$ cat config.mk
export PLATFORM = sky130hd
export DESIGN_NAME = rbsi_merge
export DESIGN_NICKNAME = d
export VERILOG_FILES = /design/src/hw/rtl/rbsi_pkg.sv /design/src/hw/rtl/rbsi_merge.sv
export SDC_FILE = /design/constraint.sdc
export NUM_CORES = 1
export LEC_CHECK = 0
export ABC_AREA = 1
export BUFFER_PORTS_ARGS = -buffer_cell sky130_fd_sc_hd__buf_2
export CAP_MARGIN = 20
export CORE_MARGIN = 1.5
export CORE_UTILIZATION = 40
export DETAILED_ROUTE_END_ITERATION = 10
export SLEW_MARGIN = 20
export SYNTH_ARGS = -nofsm -noshare
export SYNTH_HDL_FRONTEND = slang
export SYNTH_SLANG_ARGS = --single-unit
$ cat constraint.sdc
create_clock -name clk_i -period 6.7 [get_ports clk_i]
set_input_delay 0.335 -clock clk_i [delete_from_list [all_inputs] [get_ports clk_i]]
set_output_delay 0.335 -clock clk_i [all_outputs]
set_load 0.01 [all_outputs]
$ cat src/hw/rtl/rbsi_pkg.sv
package rbsi_pkg;

  localparam int unsigned QW = 32;
  localparam int unsigned NUM_W = QW + 1;
  localparam int unsigned EPS_W = 17;
  localparam int unsigned DIV_STEPS = QW;
  // magnitude stage, setup stage, one stage per quotient bit, saturation stage
  localparam int unsigned DIV_LAT = DIV_STEPS + 3;
  localparam int unsigned NUM_AXES = 3;
  localparam int unsigned NUM_LANES = 2 * NUM_AXES;

  localparam logic [QW-1:0] T_MAX = {1'b0, {(QW-1){1'b1}}};
  localparam logic [QW-1:0] T_MIN = {1'b1, {(QW-1){1'b0}}};

  typedef struct packed {
    logic [NUM_AXES-1:0] par;
    logic                par_miss;
  } side_t;

endpackage

$ cat src/hw/rtl/rbsi_merge.sv
module rbsi_merge import rbsi_pkg::*; (
  input  logic                          clk_i,
  input  logic                          en_i,
  input  logic [NUM_LANES-1:0][QW-1:0]  t_i,
  input  side_t                         side_i,
  output logic                          hit_o,
  output logic [QW-2:0]                 dist_o
);

  logic [NUM_AXES-1:0][QW-1:0] lo_q, hi_q;
  logic                        miss_q;

  // Order each axis pair; parallel axes leave the interval open.
  always_ff @(posedge clk_i) begin
    if (en_i) begin
      for (int a = 0; a < NUM_AXES; a++) begin
        if (side_i.par[a]) begin
          lo_q[a] <= '0;
          hi_q[a] <= T_MAX;
        end else if ($signed(t_i[a]) > $signed(t_i[NUM_AXES+a])) begin
          lo_q[a] <= t_i[NUM_AXES+a];
          hi_q[a] <= t_i[a];
        end else begin
          lo_q[a] <= t_i[a];
          hi_q[a] <= t_i[NUM_AXES+a];
        end
      end
      miss_q <= side_i.par_miss;
    end
  end

  logic [QW-1:0] lo_max, hi_min;
  logic          hit_d;

  always_comb begin
    lo_max = '0;
    hi_min = T_MAX;
    for (int a = 0; a < NUM_AXES; a++) begin
      if ($signed(lo_q[a]) > $signed(lo_max)) lo_max = lo_q[a];
      if ($signed(hi_q[a]) < $signed(hi_min)) hi_min = hi_q[a];
    end
    hit_d = !miss_q && ($signed(lo_max) <= $signed(hi_min));
  end

  always_ff @(posedge clk_i) begin
    if (en_i) begin
      hit_o  <= hit_d;
      dist_o <= hit_d ? lo_max[QW-2:0] : '0;
    end
  end

endmodule

==> reports/metrics.csv, run 1 <==
stage;metric;value;unit
global_route;pin count of the biggest net entering global routing;112;
setup_path;WP buf/inv;6;
timing;final critical-path required period;7.330;ns
power;Leak;0.01043;µW
drt;1st-pass router iterations;6;
yosys;Avg Cell Area, Syn;8.592;µm²
global_route;first-pass GRT wire length;82780;µm
yosys;Post-Syn Area;17410;µm²
placed_design;IO buf count;229;
drt;DR DRC count;0;
power;Sw Share;0.3999;
floorplanning;Die ar.;44780;µm²
floorplanning;die height;211.6;µm
setup_path;worst-path maximum fanout;8;
setup_path;Crit-path slowest cell;edfxtp_1;
worst_hold_path;Hold/Removal Path Class;in -> reg;
timing;Least-Margin Pin Slew;1.016;ns
timing;Final Cycle Share;1.094;
floorplanning;IO Pins;230;
setup_path;Critical Path Source Type;flop;
drt;Met1 Wirelength;24490;µm
drt;met2 wire len;25250;µm
timing;count of final hold-check violations;0;
yosys;synthesized instance count;2026;
timing;RSZ-0062 raised after global routing;true;
drt;routed wire length;53790;µm
yosys;FF+latch count, synth;225;
clocking;Num CTS Buffers;27;
yosys;share of the synthesized area in the top cell type;0.3881;
floorplanning;Core Rows;76;
setup_path;Worst EP arrival;7.65;ns
timing;Rel. slew slack;0.3228;
outcome;status;finished, violations left;
power;clock power share;0.183;
yosys;Ys Warns;0;
yosys;Synth Flop Type;edfxtp_1;
final_layout;Nets;2896;
floorplanning;Floorplan Core Area;42980;µm²
yosys;top-count cell post-synth;nand2_1;
yosys;sequential share of the synthesized area;0.3881;
yosys;Yosys top cell by area;edfxtp_1;
final_layout;Non-Filler Instances;3050;
global_route;vias in the first global route;15210;
placed_design;gpl congestion;0.9382;
setup_path;Critical Path End Type;flop;
yosys;syn_nets;2478;
global_route;initial antenna violation count;0;
power;Reg power frac;0.254;
outcome;failing checks;negative setup slack;
timing;hold slack final;0.1038;ns
drt;DR iter-0 viols;991;
timing;Slew Limit Fails;0;
clocking;clock buffer depth;3;
setup_path;Crit path max-delay family;compound AO/OA/AOI/OAI gates;
drt;wire per inst;17.64;µm
clocking;Sink Count;225;
yosys;Synth area leaders;edfxtp_1 (39%), ha_1 (18%), nand2_1 (8.0%), a21oi_1 (7.0%), inv_1 (5.2%);
power;Switch Pwr;3192;µW
floorplanning;Starting Density;0.4050;
power;PnR Total Power;7982;µW
drt;Via Count;15920;
clocking;clk_lat worst skew;0.56;ns
setup_path;Crit Path Category;reg -> reg;
floorplanning;Die Wd;211.6;µm
global_route;final global-route overflow total;0;
clocking;# H-tree levels;1;
drt;highest routed metal layer;met4;
placed_design;worst slack at placement;-0.9003;ns
power;maximum vdd drop;0.2303;mV
final_layout;Fillers;4049;
clocking;clock-pin transition on the worst setup and hold timing paths;0.06;ns
final_layout;share of post-route cells with drive strength above 1;0.2767;
timing;fmax;136.4;MHz
drt;met3 WL;2847;µm
setup_path;CP peak stage delay;0.41;ns
global_route;Total GRT Usage;0.2375;
final_layout;area grow syn2layout;29.32;%
timing;setup violators final;32;
timing;Setup Skew;0.02034;ns
yosys;Cell variety after synth;45;
placed_design;Cells after DPL;2950;
power;internal power;4790;µW
power;Pwr per Cell Area;354.5;nW/µm²
setup_path;Worst EP required;7.02;ns
clocking;CTS root buffer;clkbuf_16;
setup_path;cell repeated most along the worst path;nand2_1;
final_layout;final core utilization;0.5238;
clocking;CTS tree;built;
yosys;FFs w/ async S/R, synth;0;
yosys;Post-synth EDFFs;225;
drt;vias per inst;5.220;
drt;number of routed nets with antenna violations;0;
power;combinational share of power;0.563;
yosys;Post-synth top cells;nand2_1 (373), ha_1 (254), a21oi_1 (243);
job;Max-Cap Viols;0;
final_layout;Antenna Cells;0;
placed_design;hpwl dp;42410;µm
timing;Final WS setup;-0.6304;ns
[final cells by class]
cell class,count,area [µm²],share of cell area
clock buffer,28,679.4,0.03018
timing repair buffer,481,3293,0.1463
multi-input combinational,1462,9928,0.4410
sequential,225,6756,0.3001
tap,585,732.0,0.03251
clock inverter,22,196.4,0.008726
inverter,247,927.1,0.04118
[through the flow]
stage | instance area [µm²] | setup TNS, ns
4_1_cts | 22050 | -16.72
6_report | 22510 | -19.65
2_1_floorplan | 17430 | -0.1340
3_3_place_gp | 20420 | -23.15
3_5_place_dp | 20420 | -28.34
5_1_grt | 22510 | -31.61
[power groups by stage]
stage / clock, µW / combinational, µW / sequential (µW)
2_1_floorplan: 0 / 2200 / 2030
3_3_place_gp: 0 / 3580 / 2050
3_5_place_dp: 0 / 3690 / 2050
4_1_cts: 1490 / 4210 / 2030
5_1_grt: 1540 / 4970 / 2060
6_report: 1460 / 4490 / 2030
[per-layer routing]
metal	GRT usage	vias up
li1	-	8009
met1	0.3308	7374
met2	0.3950	469
met3	0.02255	69
met4	0.06207	0
met5	0	-
[worst min-delay path: stages]
cell	delay [ns]
buf_2	0.10
nand2_1	0.05
o211ai_1	0.07
[cell families after synthesis]
group	Yosys count	share of synthesized area
DFF	225	0.3881
xor gates and xnor gates	2	0.001006
and+or+nand+nor	632	0.1626
AOI/OAI and AO/OA	572	0.1845
adders and majority gates	254	0.1826
other	1	0.0002154
buffers and inverters	340	0.08100
[layout by cell type (no fill, tap or decap), types with 4 or more instances in the layout]
cell type and count:
ha_4 15, nor4_2 8, clkinv_1 9, a21o_1 4, buf_6 7, nor2_4 4
nand2_1 353, o21ai_2 21, clkinv_2 7, nor3_1 6, a211oi_2 6, nor4_4 4
a211oi_1 7, nand4_1 24, nor2_1 95, o21ai_0 138, buf_16 4, clkbuf_16 29
nand2_2 15, edfxtp_1 225, inv_1 236, o21ai_1 32, a21oi_1 232, nor2_2 7
buf_12 8, a21oi_2 11, nand3_1 54, nand2_4 8, ha_1 239, nand3_2 35
nor4_1 8, buf_2 230, o211ai_1 100, o21ai_4 4, buf_4 227, inv_2 8
[registers in the layout, indices dropped and copies added (netlist names)]
register  flops
hi_q         96
lo_q         96
dist_o       31
hit_o         1
miss_q        1
[path summary, 6_finish.rpt]
kind,start,to,slack [ns],cells after the start
hold / removal,t_i[66],hi_q[66]$_SDFFCE_PP1P_,0.10,3
setup reg to reg,lo_q[13]$_SDFFCE_PP0P_,dist_o[7]$_SDFFCE_PN0P_,-0.63,47
hold reg to reg,lo_q[90]$_SDFFCE_PP0P_,dist_o[26]$_SDFFCE_PN0P_,0.83,3
setup / recovery,lo_q[13]$_SDFFCE_PP0P_,dist_o[7]$_SDFFCE_PN0P_,-0.63,47
[what timing repair did]
item | in CTS | in global routing
endpoints found under the hold margin | 1 | 0
pin swaps | 9 | 18
buffers inserted | 31 | 8
resized for setup | 83 | 73
endpoints found under the setup margin | 32 | 32
hold buffers | 1 | 0
gates cloned | 8 | 2
Power figures use the tool's default switching activity.
==> run 2: changes to the inputs <==
--- a/config.mk
+++ b/config.mk
@@ -5,12 +5,12 @@
 export SDC_FILE = /design/constraint.sdc
 export NUM_CORES = 1
 export LEC_CHECK = 0
-export ABC_AREA = 1
 export BUFFER_PORTS_ARGS = -buffer_cell sky130_fd_sc_hd__buf_2
 export CAP_MARGIN = 20
 export CORE_MARGIN = 1.5
 export CORE_UTILIZATION = 40
 export DETAILED_ROUTE_END_ITERATION = 10
+export SKIP_LAST_GASP = 1
 export SLEW_MARGIN = 20
 export SYNTH_ARGS = -nofsm -noshare
 export SYNTH_HDL_FRONTEND = slang
==> reports/metrics.csv, run 2 <==
stage;metric;value;unit;change
power;Pwr per Cell Area;287.6;nW/µm²;-19%
timing;Slew Limit Fails;0;;unchanged
yosys;FF+latch count, synth;225;;unchanged
timing;Least-Margin Pin Slew;1.050;ns;+0.03383 ns
power;Reg power frac;0.286;;+0.032
yosys;Cell variety after synth;58;;+29%
setup_path;Crit-path slowest cell;or4b_1;;
yosys;Synth Flop Type;edfxtp_1;;
power;Sw Share;0.3731;;-0.02676
floorplanning;Floorplan Core Area;46360;µm²;+7.9%
yosys;Ys Warns;0;;unchanged
clocking;clk_lat worst skew;0.55;ns;about the same
drt;1st-pass router iterations;5;;-1
power;internal power;4393;µW;-8.3%
power;clock power share;0.188;;+0.005
timing;count of final hold-check violations;0;;unchanged
global_route;final global-route overflow total;0;;unchanged
yosys;FFs w/ async S/R, synth;0;;unchanged
power;maximum vdd drop;0.1830;mV;-21%
setup_path;Worst EP arrival;8.11;ns;+0.46 ns
timing;Rel. slew slack;0.2822;;-0.04065
final_layout;area grow syn2layout;30.06;%;
yosys;Post-synth top cells;ha_1 (254), edfxtp_1 (225), inv_1 (209);;
drt;Via Count;16130;;+1.3%
global_route;initial antenna violation count;1;;+1
floorplanning;IO Pins;230;;unchanged
final_layout;sequential cell area;6756;µm²;unchanged
setup_path;Critical Path End Type;flop;;
global_route;vias in the first global route;15760;;+3.6%
placed_design;IO buf count;229;;unchanged
global_route;pin count of the biggest net entering global routing;127;;+13%
timing;Final Cycle Share;1.167;;+0.07302
placed_design;worst slack at placement;-1.753;ns;-0.8532 ns
worst_hold_path;Hold/Removal Path Class;in -> reg;;
yosys;Avg Cell Area, Syn;9.685;µm²;+13%
global_route;first-pass GRT wire length;87760;µm;+6.0%
final_layout;Fillers;4160;;+2.7%
floorplanning;Core Rows;79;;+3.9%
setup_path;CP peak stage delay;0.46;ns;+0.05 ns
timing;final critical-path required period;7.820;ns;+0.4892 ns
drt;DR iter-0 viols;1079;;+8.9%
outcome;status;finished, violations left;;
yosys;Post-Syn Area;18730;µm²;+7.6%
power;Leak;0.01149;µW;+10%
setup_path;Crit Path Category;reg -> reg;;
final_layout;most frequent cells in the layout;buf_4 (258), ha_1 (232), buf_2 (229), edfxtp_1 (225), inv_1 (208);;
yosys;synthesized instance count;1934;;-4.5%
placed_design;hpwl dp;46370;µm;+9.3%
timing;setup violators final;32;;unchanged
power;PnR Total Power;7008;µW;-12%
setup_path;Critical Path Source Type;flop;;
clocking;clock-pin transition on the worst setup and hold timing paths;0.06;ns;about the same
yosys;sequential share of the synthesized area;0.3607;;-0.02743
power;Switch Pwr;2615;µW;-18%
timing;fmax;127.9;MHz;-6.3%
global_route;Total GRT Usage;0.2401;;+0.002657
yosys;Yosys top cell by area;edfxtp_1;;
placed_design;gpl congestion;0.9873;;+5.2%
power;combinational share of power;0.526;;-0.037
timing;Setup TNS;-34.08;ns;-14.44 ns
drt;number of routed nets with antenna violations;0;;unchanged
drt;routed wire length;58860;µm;+9.4%
yosys;syn_nets;2386;;-3.7%
outcome;failing checks;negative setup slack;;
final_layout;Nets;2841;;-1.9%
floorplanning;Die ar.;48140;µm²;+7.5%
timing;Final WS setup;-1.120;ns;-0.4892 ns
floorplanning;Die Wd;219.4;µm;+3.7%
yosys;top-count cell post-synth;ha_1;;
clocking;Sink Count;225;;unchanged
clocking;Num CTS Buffers;26;;-3.7%
setup_path;Worst EP required;6.99;ns;-0.03 ns
yosys;Post-synth EDFFs;225;;unchanged
clocking;CTS root buffer;clkbuf_16;;
clocking;# H-tree levels;1;;unchanged
floorplanning;die height;219.4;µm;+3.7%
setup_path;worst-path maximum fanout;11;;+3
clocking;CTS tree;built;;
job;Max-Cap Viols;0;;unchanged
final_layout;multi-input logic area;11720;µm²;+18%
drt;vias per inst;5.348;;+2.5%
final_layout;most common cell after layout, fill and taps aside;buf_4;;
final_layout;biggest registers after layout;hi_q x96, lo_q x96, dist_o x31;;
timing;Setup Skew;0.01199;ns;-0.008350 ns
final_layout;final core utilization;0.5255;;+0.001763
yosys;Synth area leaders;edfxtp_1 (36%), ha_1 (17%), mux2i_1 (11%), nand2b_1 (4.5%), inv_1 (4.2%);;
yosys;share of the synthesized area in the top cell type;0.3607;;-0.02743
drt;DR DRC count;0;;unchanged
timing;RSZ-0062 raised after global routing;true;;
floorplanning;Starting Density;0.4041;;-0.0009482
drt;wire per inst;19.52;µm;+11%
final_layout;share of post-route cells with drive strength above 1;0.2950;;+0.01830
clocking;clock buffer depth;3;;unchanged
==> run 2: cell count changes after synthesis, sizes merged, moves of 85 or more <==
| cell | before | now |
|---|---|---|
| nand2b | 0 | 134 |
| a21oi | 243 | 90 |
| o211ai | 100 | 15 |
| mux2i | 0 | 198 |
| o21ai | 195 | 35 |
| nand2 | 377 | 74 |
==> run 2: worst paths after layout <==
path,startpoint,end,slack [ns],cells after the start
setup / recovery,lo_q[16]$_SDFFCE_PP0P_,dist_o[25]$_SDFFCE_PN0P_,-1.12,34
hold / removal,t_i[132],lo_q[36]$_SDFFCE_PP0P_,0.13,3
setup reg to reg,lo_q[16]$_SDFFCE_PP0P_,dist_o[25]$_SDFFCE_PN0P_,-1.12,34
hold reg to reg,lo_q[64]$_SDFFCE_PP0P_,dist_o[0]$_SDFFCE_PN0P_,0.93,3
==> run 2: layout make-up <==
type,instances,area share
diodes,2,0.0002054
repair buffers,514,0.1464
well taps,607,0.03117
multi-input cells,1412,0.4808
clock inverters,12,0.002927
flip-flops and latches,225,0.2773
inverters,210,0.03235
clock buffers,34,0.02881
==> run 2: kinds of logic (layout without fill, tap and decap cells) <==
logic type / Yosys count / in the layout / share of synthesized area
mux: 261 / 261 / 0.1437
compound gates: 307 / 307 / 0.1065
other cells: 1 / 3 / 0.0002002
buf+inv: 301 / 770 / 0.06499
fa+ha+maj: 254 / 254 / 0.1697
flops: 225 / 225 / 0.3607
simple gates: 585 / 589 / 0.1543
==> run 2: timing repair <==
item	CTS	global route
hold buffers	1	0
setup endpoints to repair	32	32
endpoints found under the hold margin	1	0
pin swaps	13	6
buffers inserted	17	10
resized for setup	69	46
gates cloned	8	2
==> run 2: routing by layer <==
layer | share of wire | track usage | vias up
met4 | 0.039 | 0.09018 | 0
met5 | 0 | 0 | -
met3 | 0.041 | 0.02578 | 101
li1 | - | - | 7931
met2 | 0.50 | 0.4244 | 369
met1 | 0.42 | 0.2997 | 7730
==> run 2: stage by stage <==
| step | hold WS (ns) | cell area [µm²] | instances |
|---|---|---|---|
| final | 0.1300 | 24360 | 3016 |
| after floorplan | 0.4339 | 19160 | 1934 |
| after global placement | 0.5188 | 22550 | 2931 |
| after CTS | 0.1097 | 23940 | 3002 |
| after detailed placement | 0.5279 | 22550 | 2931 |
| after global routing | 0.1387 | 24360 | 3015 |
==> run 2: worst max-delay path: cells and delay by family (launching register included) <==
kind,cells,cell delay (ns)
simple gates,12,2.63
flops,1,0.44
buf+inv,5,0.78
compound gates,12,2.46
mux,2,0.49
fa+ha+maj,3,0.75
==> run 2: power groups by stage <==
stage          registers [µW]  logic (µW)  clock network [µW]
2_1_floorplan            1980        1870                   0
3_3_place_gp             2030        3090                   0
3_5_place_dp             2030        3150                   0
4_1_cts                  2010        3460                1340
5_1_grt                  2020        4010                1400
6_report                 2000        3690                1320
==> run 3: changes to the inputs <==
--- a/config.mk
+++ b/config.mk
@@ -7,9 +7,12 @@
 export LEC_CHECK = 0
 export BUFFER_PORTS_ARGS = -buffer_cell sky130_fd_sc_hd__buf_2
 export CAP_MARGIN = 20
+export CELL_PAD_IN_SITES_DETAIL_PLACEMENT = 1
+export CELL_PAD_IN_SITES_GLOBAL_PLACEMENT = 1
 export CORE_MARGIN = 1.5
 export CORE_UTILIZATION = 40
 export DETAILED_ROUTE_END_ITERATION = 10
+export PLACE_DENSITY_LB_ADDON = 0.1
 export SKIP_LAST_GASP = 1
 export SLEW_MARGIN = 20
 export SYNTH_ARGS = -nofsm -noshare
==> reports/metrics.csv, run 3 (synthesis results as in run 2) <==
stage;metric;value;unit;change
placed_design;total placed instance area;22620;µm²;+0.29%
final_layout;Fillers;5202;;+25%
floorplanning;Floorplan Core Area;46360;µm²;unchanged
placed_design;IO buf count;229;;unchanged
floorplanning;Starting Density;0.4041;;unchanged
clocking;clk_lat worst skew;0.57;ns;+0.02 ns
final_layout;share of post-route cells with drive strength above 1;0.3156;;+0.02067
global_route;M2 GR Usage;0.4885;;+0.06414
placed_design;gpl congestion;0.8776;;-11%
setup_path;Crit Path Category;reg -> reg;;
drt;number of routed nets with antenna violations;0;;unchanged
global_route;Total GRT Usage;0.2699;;+0.02974
power;internal power;4601;µW;+4.7%
power;Switch Pwr;2835;µW;+8.4%
clocking;clock-pin transition on the worst setup and hold timing paths;0.07;ns;about the same
global_route;final global-route overflow total;0;;unchanged
clocking;Num CTS Buffers;28;;+7.7%
power;combinational share of power;0.524;;-0.002
drt;routed wire length;66000;µm;+12%
setup_path;CP peak stage delay;0.56;ns;+0.10 ns
global_route;first-pass GRT wire length;98780;µm;+13%
clocking;# H-tree levels;1;;unchanged
timing;count of final hold-check violations;0;;unchanged
setup_path;Worst EP required;7.10;ns;+0.11 ns
clocking;CTS tree;built;;
outcome;status;finished, violations left;;
timing;Final Cycle Share;1.240;;+0.07244
floorplanning;Core Rows;79;;unchanged
drt;DR DRC count;0;;unchanged
timing;Final WS setup;-1.605;ns;-0.4853 ns
drt;Via Count;16660;;+3.3%
drt;1st-pass router iterations;5;;unchanged
setup_path;worst-path maximum fanout;12;;+1
timing;Setup TNS;-49.31;ns;-15.23 ns
power;Reg power frac;0.270;;-0.016
timing;Slew Limit Fails;0;;unchanged
timing;Rel. slew slack;0.2706;;-0.01159
final_layout;Nets;2879;;+1.3%
floorplanning;Die Wd;219.4;µm;unchanged
drt;DR iter-0 viols;970;;-10%
job;Max-Cap Viols;0;;unchanged
clocking;CTS root buffer;clkbuf_16;;
floorplanning;Die ar.;48140;µm²;unchanged
final_layout;area grow syn2layout;33.11;%;
timing;RSZ-0062 raised after global routing;true;;
global_route;initial antenna violation count;1;;unchanged
final_layout;biggest registers after layout;hi_q x96, lo_q x96, dist_o x31;;
global_route;met1 Resource Use GR;0.3300;;+0.03029
timing;Least-Margin Pin Slew;1.066;ns;+0.01694 ns
drt;vias per inst;5.449;;+1.9%
drt;wire per inst;21.59;µm;+11%
timing;Setup Skew;0.01969;ns;+0.007695 ns
setup_path;Crit path max-delay family;buffers and inverters;;
final_layout;most frequent cells in the layout;buf_4 (293), buf_2 (228), ha_1 (225), edfxtp_1 (225), inv_1 (208);;
setup_path;Critical Path End Type;flop;;
global_route;pin count of the biggest net entering global routing;136;;+7.1%
final_layout;most common cell after layout, fill and taps aside;buf_4;;
setup_path;Worst EP arrival;8.70;ns;+0.59 ns
final_layout;final core utilization;0.5379;;+0.01231
power;Leak;0.01178;µW;+2.5%
timing;fmax;120.4;MHz;-5.8%
final_layout;sequential cell area;6756;µm²;unchanged
clocking;Sink Count;225;;unchanged
final_layout;post-route cell area;24930;µm²;+2.3%
setup_path;Crit-path slowest cell;or4_4;;
power;maximum vdd drop;0.1825;mV;-0.31%
floorplanning;IO Pins;230;;unchanged
global_route;vias in the first global route;17580;;+12%
global_route;busiest layer in global routing;met2;;
power;Pwr per Cell Area;298.2;nW/µm²;+3.7%
clocking;clock buffer depth;3;;unchanged
power;clock power share;0.206;;+0.018
final_layout;multi-input logic area;11820;µm²;+0.85%
setup_path;cell repeated most along the worst path;buf_4;;
setup_path;Critical Path Source Type;flop;;
outcome;failing checks;negative setup slack;;
placed_design;hpwl dp;49960;µm;+7.7%
timing;final critical-path required period;8.305;ns;+0.4853 ns
power;Sw Share;0.3812;;+0.008108
global_route;met3 Track Usage GR;0.02467;;-0.001109
worst_hold_path;Hold/Removal Path Class;in -> reg;;
floorplanning;die height;219.4;µm;unchanged
timing;setup violators final;32;;unchanged
setup_path;WP buf/inv;25;;+20
run 3: timing repair:
action	4_1_cts	5_1_grt
hold endpoints to repair	1	0
gates resized for setup	76	55
buffers inserted	51	11
hold buffers	1	0
setup endpoints to repair	32	32
pin swaps	12	29
cloned	7	3
run 3: worst paths after layout:
kind / start / end / slack, ns / depth (start not counted)
setup / recovery: lo_q[3]$_SDFFCE_PP0P_ / dist_o[14]$_SDFFCE_PN0P_ / -1.61 / 45
hold / removal: t_i[135] / lo_q[39]$_SDFFCE_PP0P_ / 0.11 / 3
setup reg to reg: lo_q[3]$_SDFFCE_PP0P_ / dist_o[14]$_SDFFCE_PN0P_ / -1.61 / 45
hold reg to reg: lo_q[72]$_SDFFCE_PP0P_ / dist_o[8]$_SDFFCE_PN0P_ / 0.84 / 2
run 3: per-stage QoR:
step                hold slack (ns)  total power (µW)  setup slack, ns  cells
finish                       0.1082              7435           -1.605   3057
floorplan                    0.4339              3851          -0.1435   1934
global placement             0.5187              5102           -1.682   2932
CTS                         0.09212              7122           -1.159   3043
detailed placement           0.5201              5247           -1.635   2933
global route                 0.1293              7819           -1.801   3057
run 3: power groups by stage:
stage / Sequential, µW / Clock, µW / Combinational [µW]
after floorplan: 1980 / 0 / 1870
after global placement: 2020 / 0 / 3080
after detailed placement: 2030 / 0 / 3220
after CTS: 2010 / 1550 / 3560
after global routing: 2020 / 1590 / 4200
final: 2010 / 1530 / 3900
run 3: area by class of cell:
class	instances	area share
diodes	1	0.0001004
clock buffers	30	0.02926
clock inverters	22	0.007226
inverters	210	0.03161
multi-input cells	1411	0.4739
flip-flops and latches	225	0.2710
well taps	607	0.03046
repair buffers	551	0.1565
run 3: worst register-to-register path, delay by kind of cell, from the launching register on:
family                   cells  cell delay (ns)
buffers and inverters       25             3.37
multiplexers                 2             0.46
AO/OA/AOI/OAI                6             1.07
adder cells (fa/ha/maj)      2             0.60
flip-flops                   1             0.46
AND/OR/NAND/NOR             10             2.20
run 3: metal layers:
metal / share of wire / vias to the layer above
li1: - / 8008
met1: 0.42 / 8204
met2: 0.50 / 327
met3: 0.031 / 119
met4: 0.046 / 0
met5: 0 / -
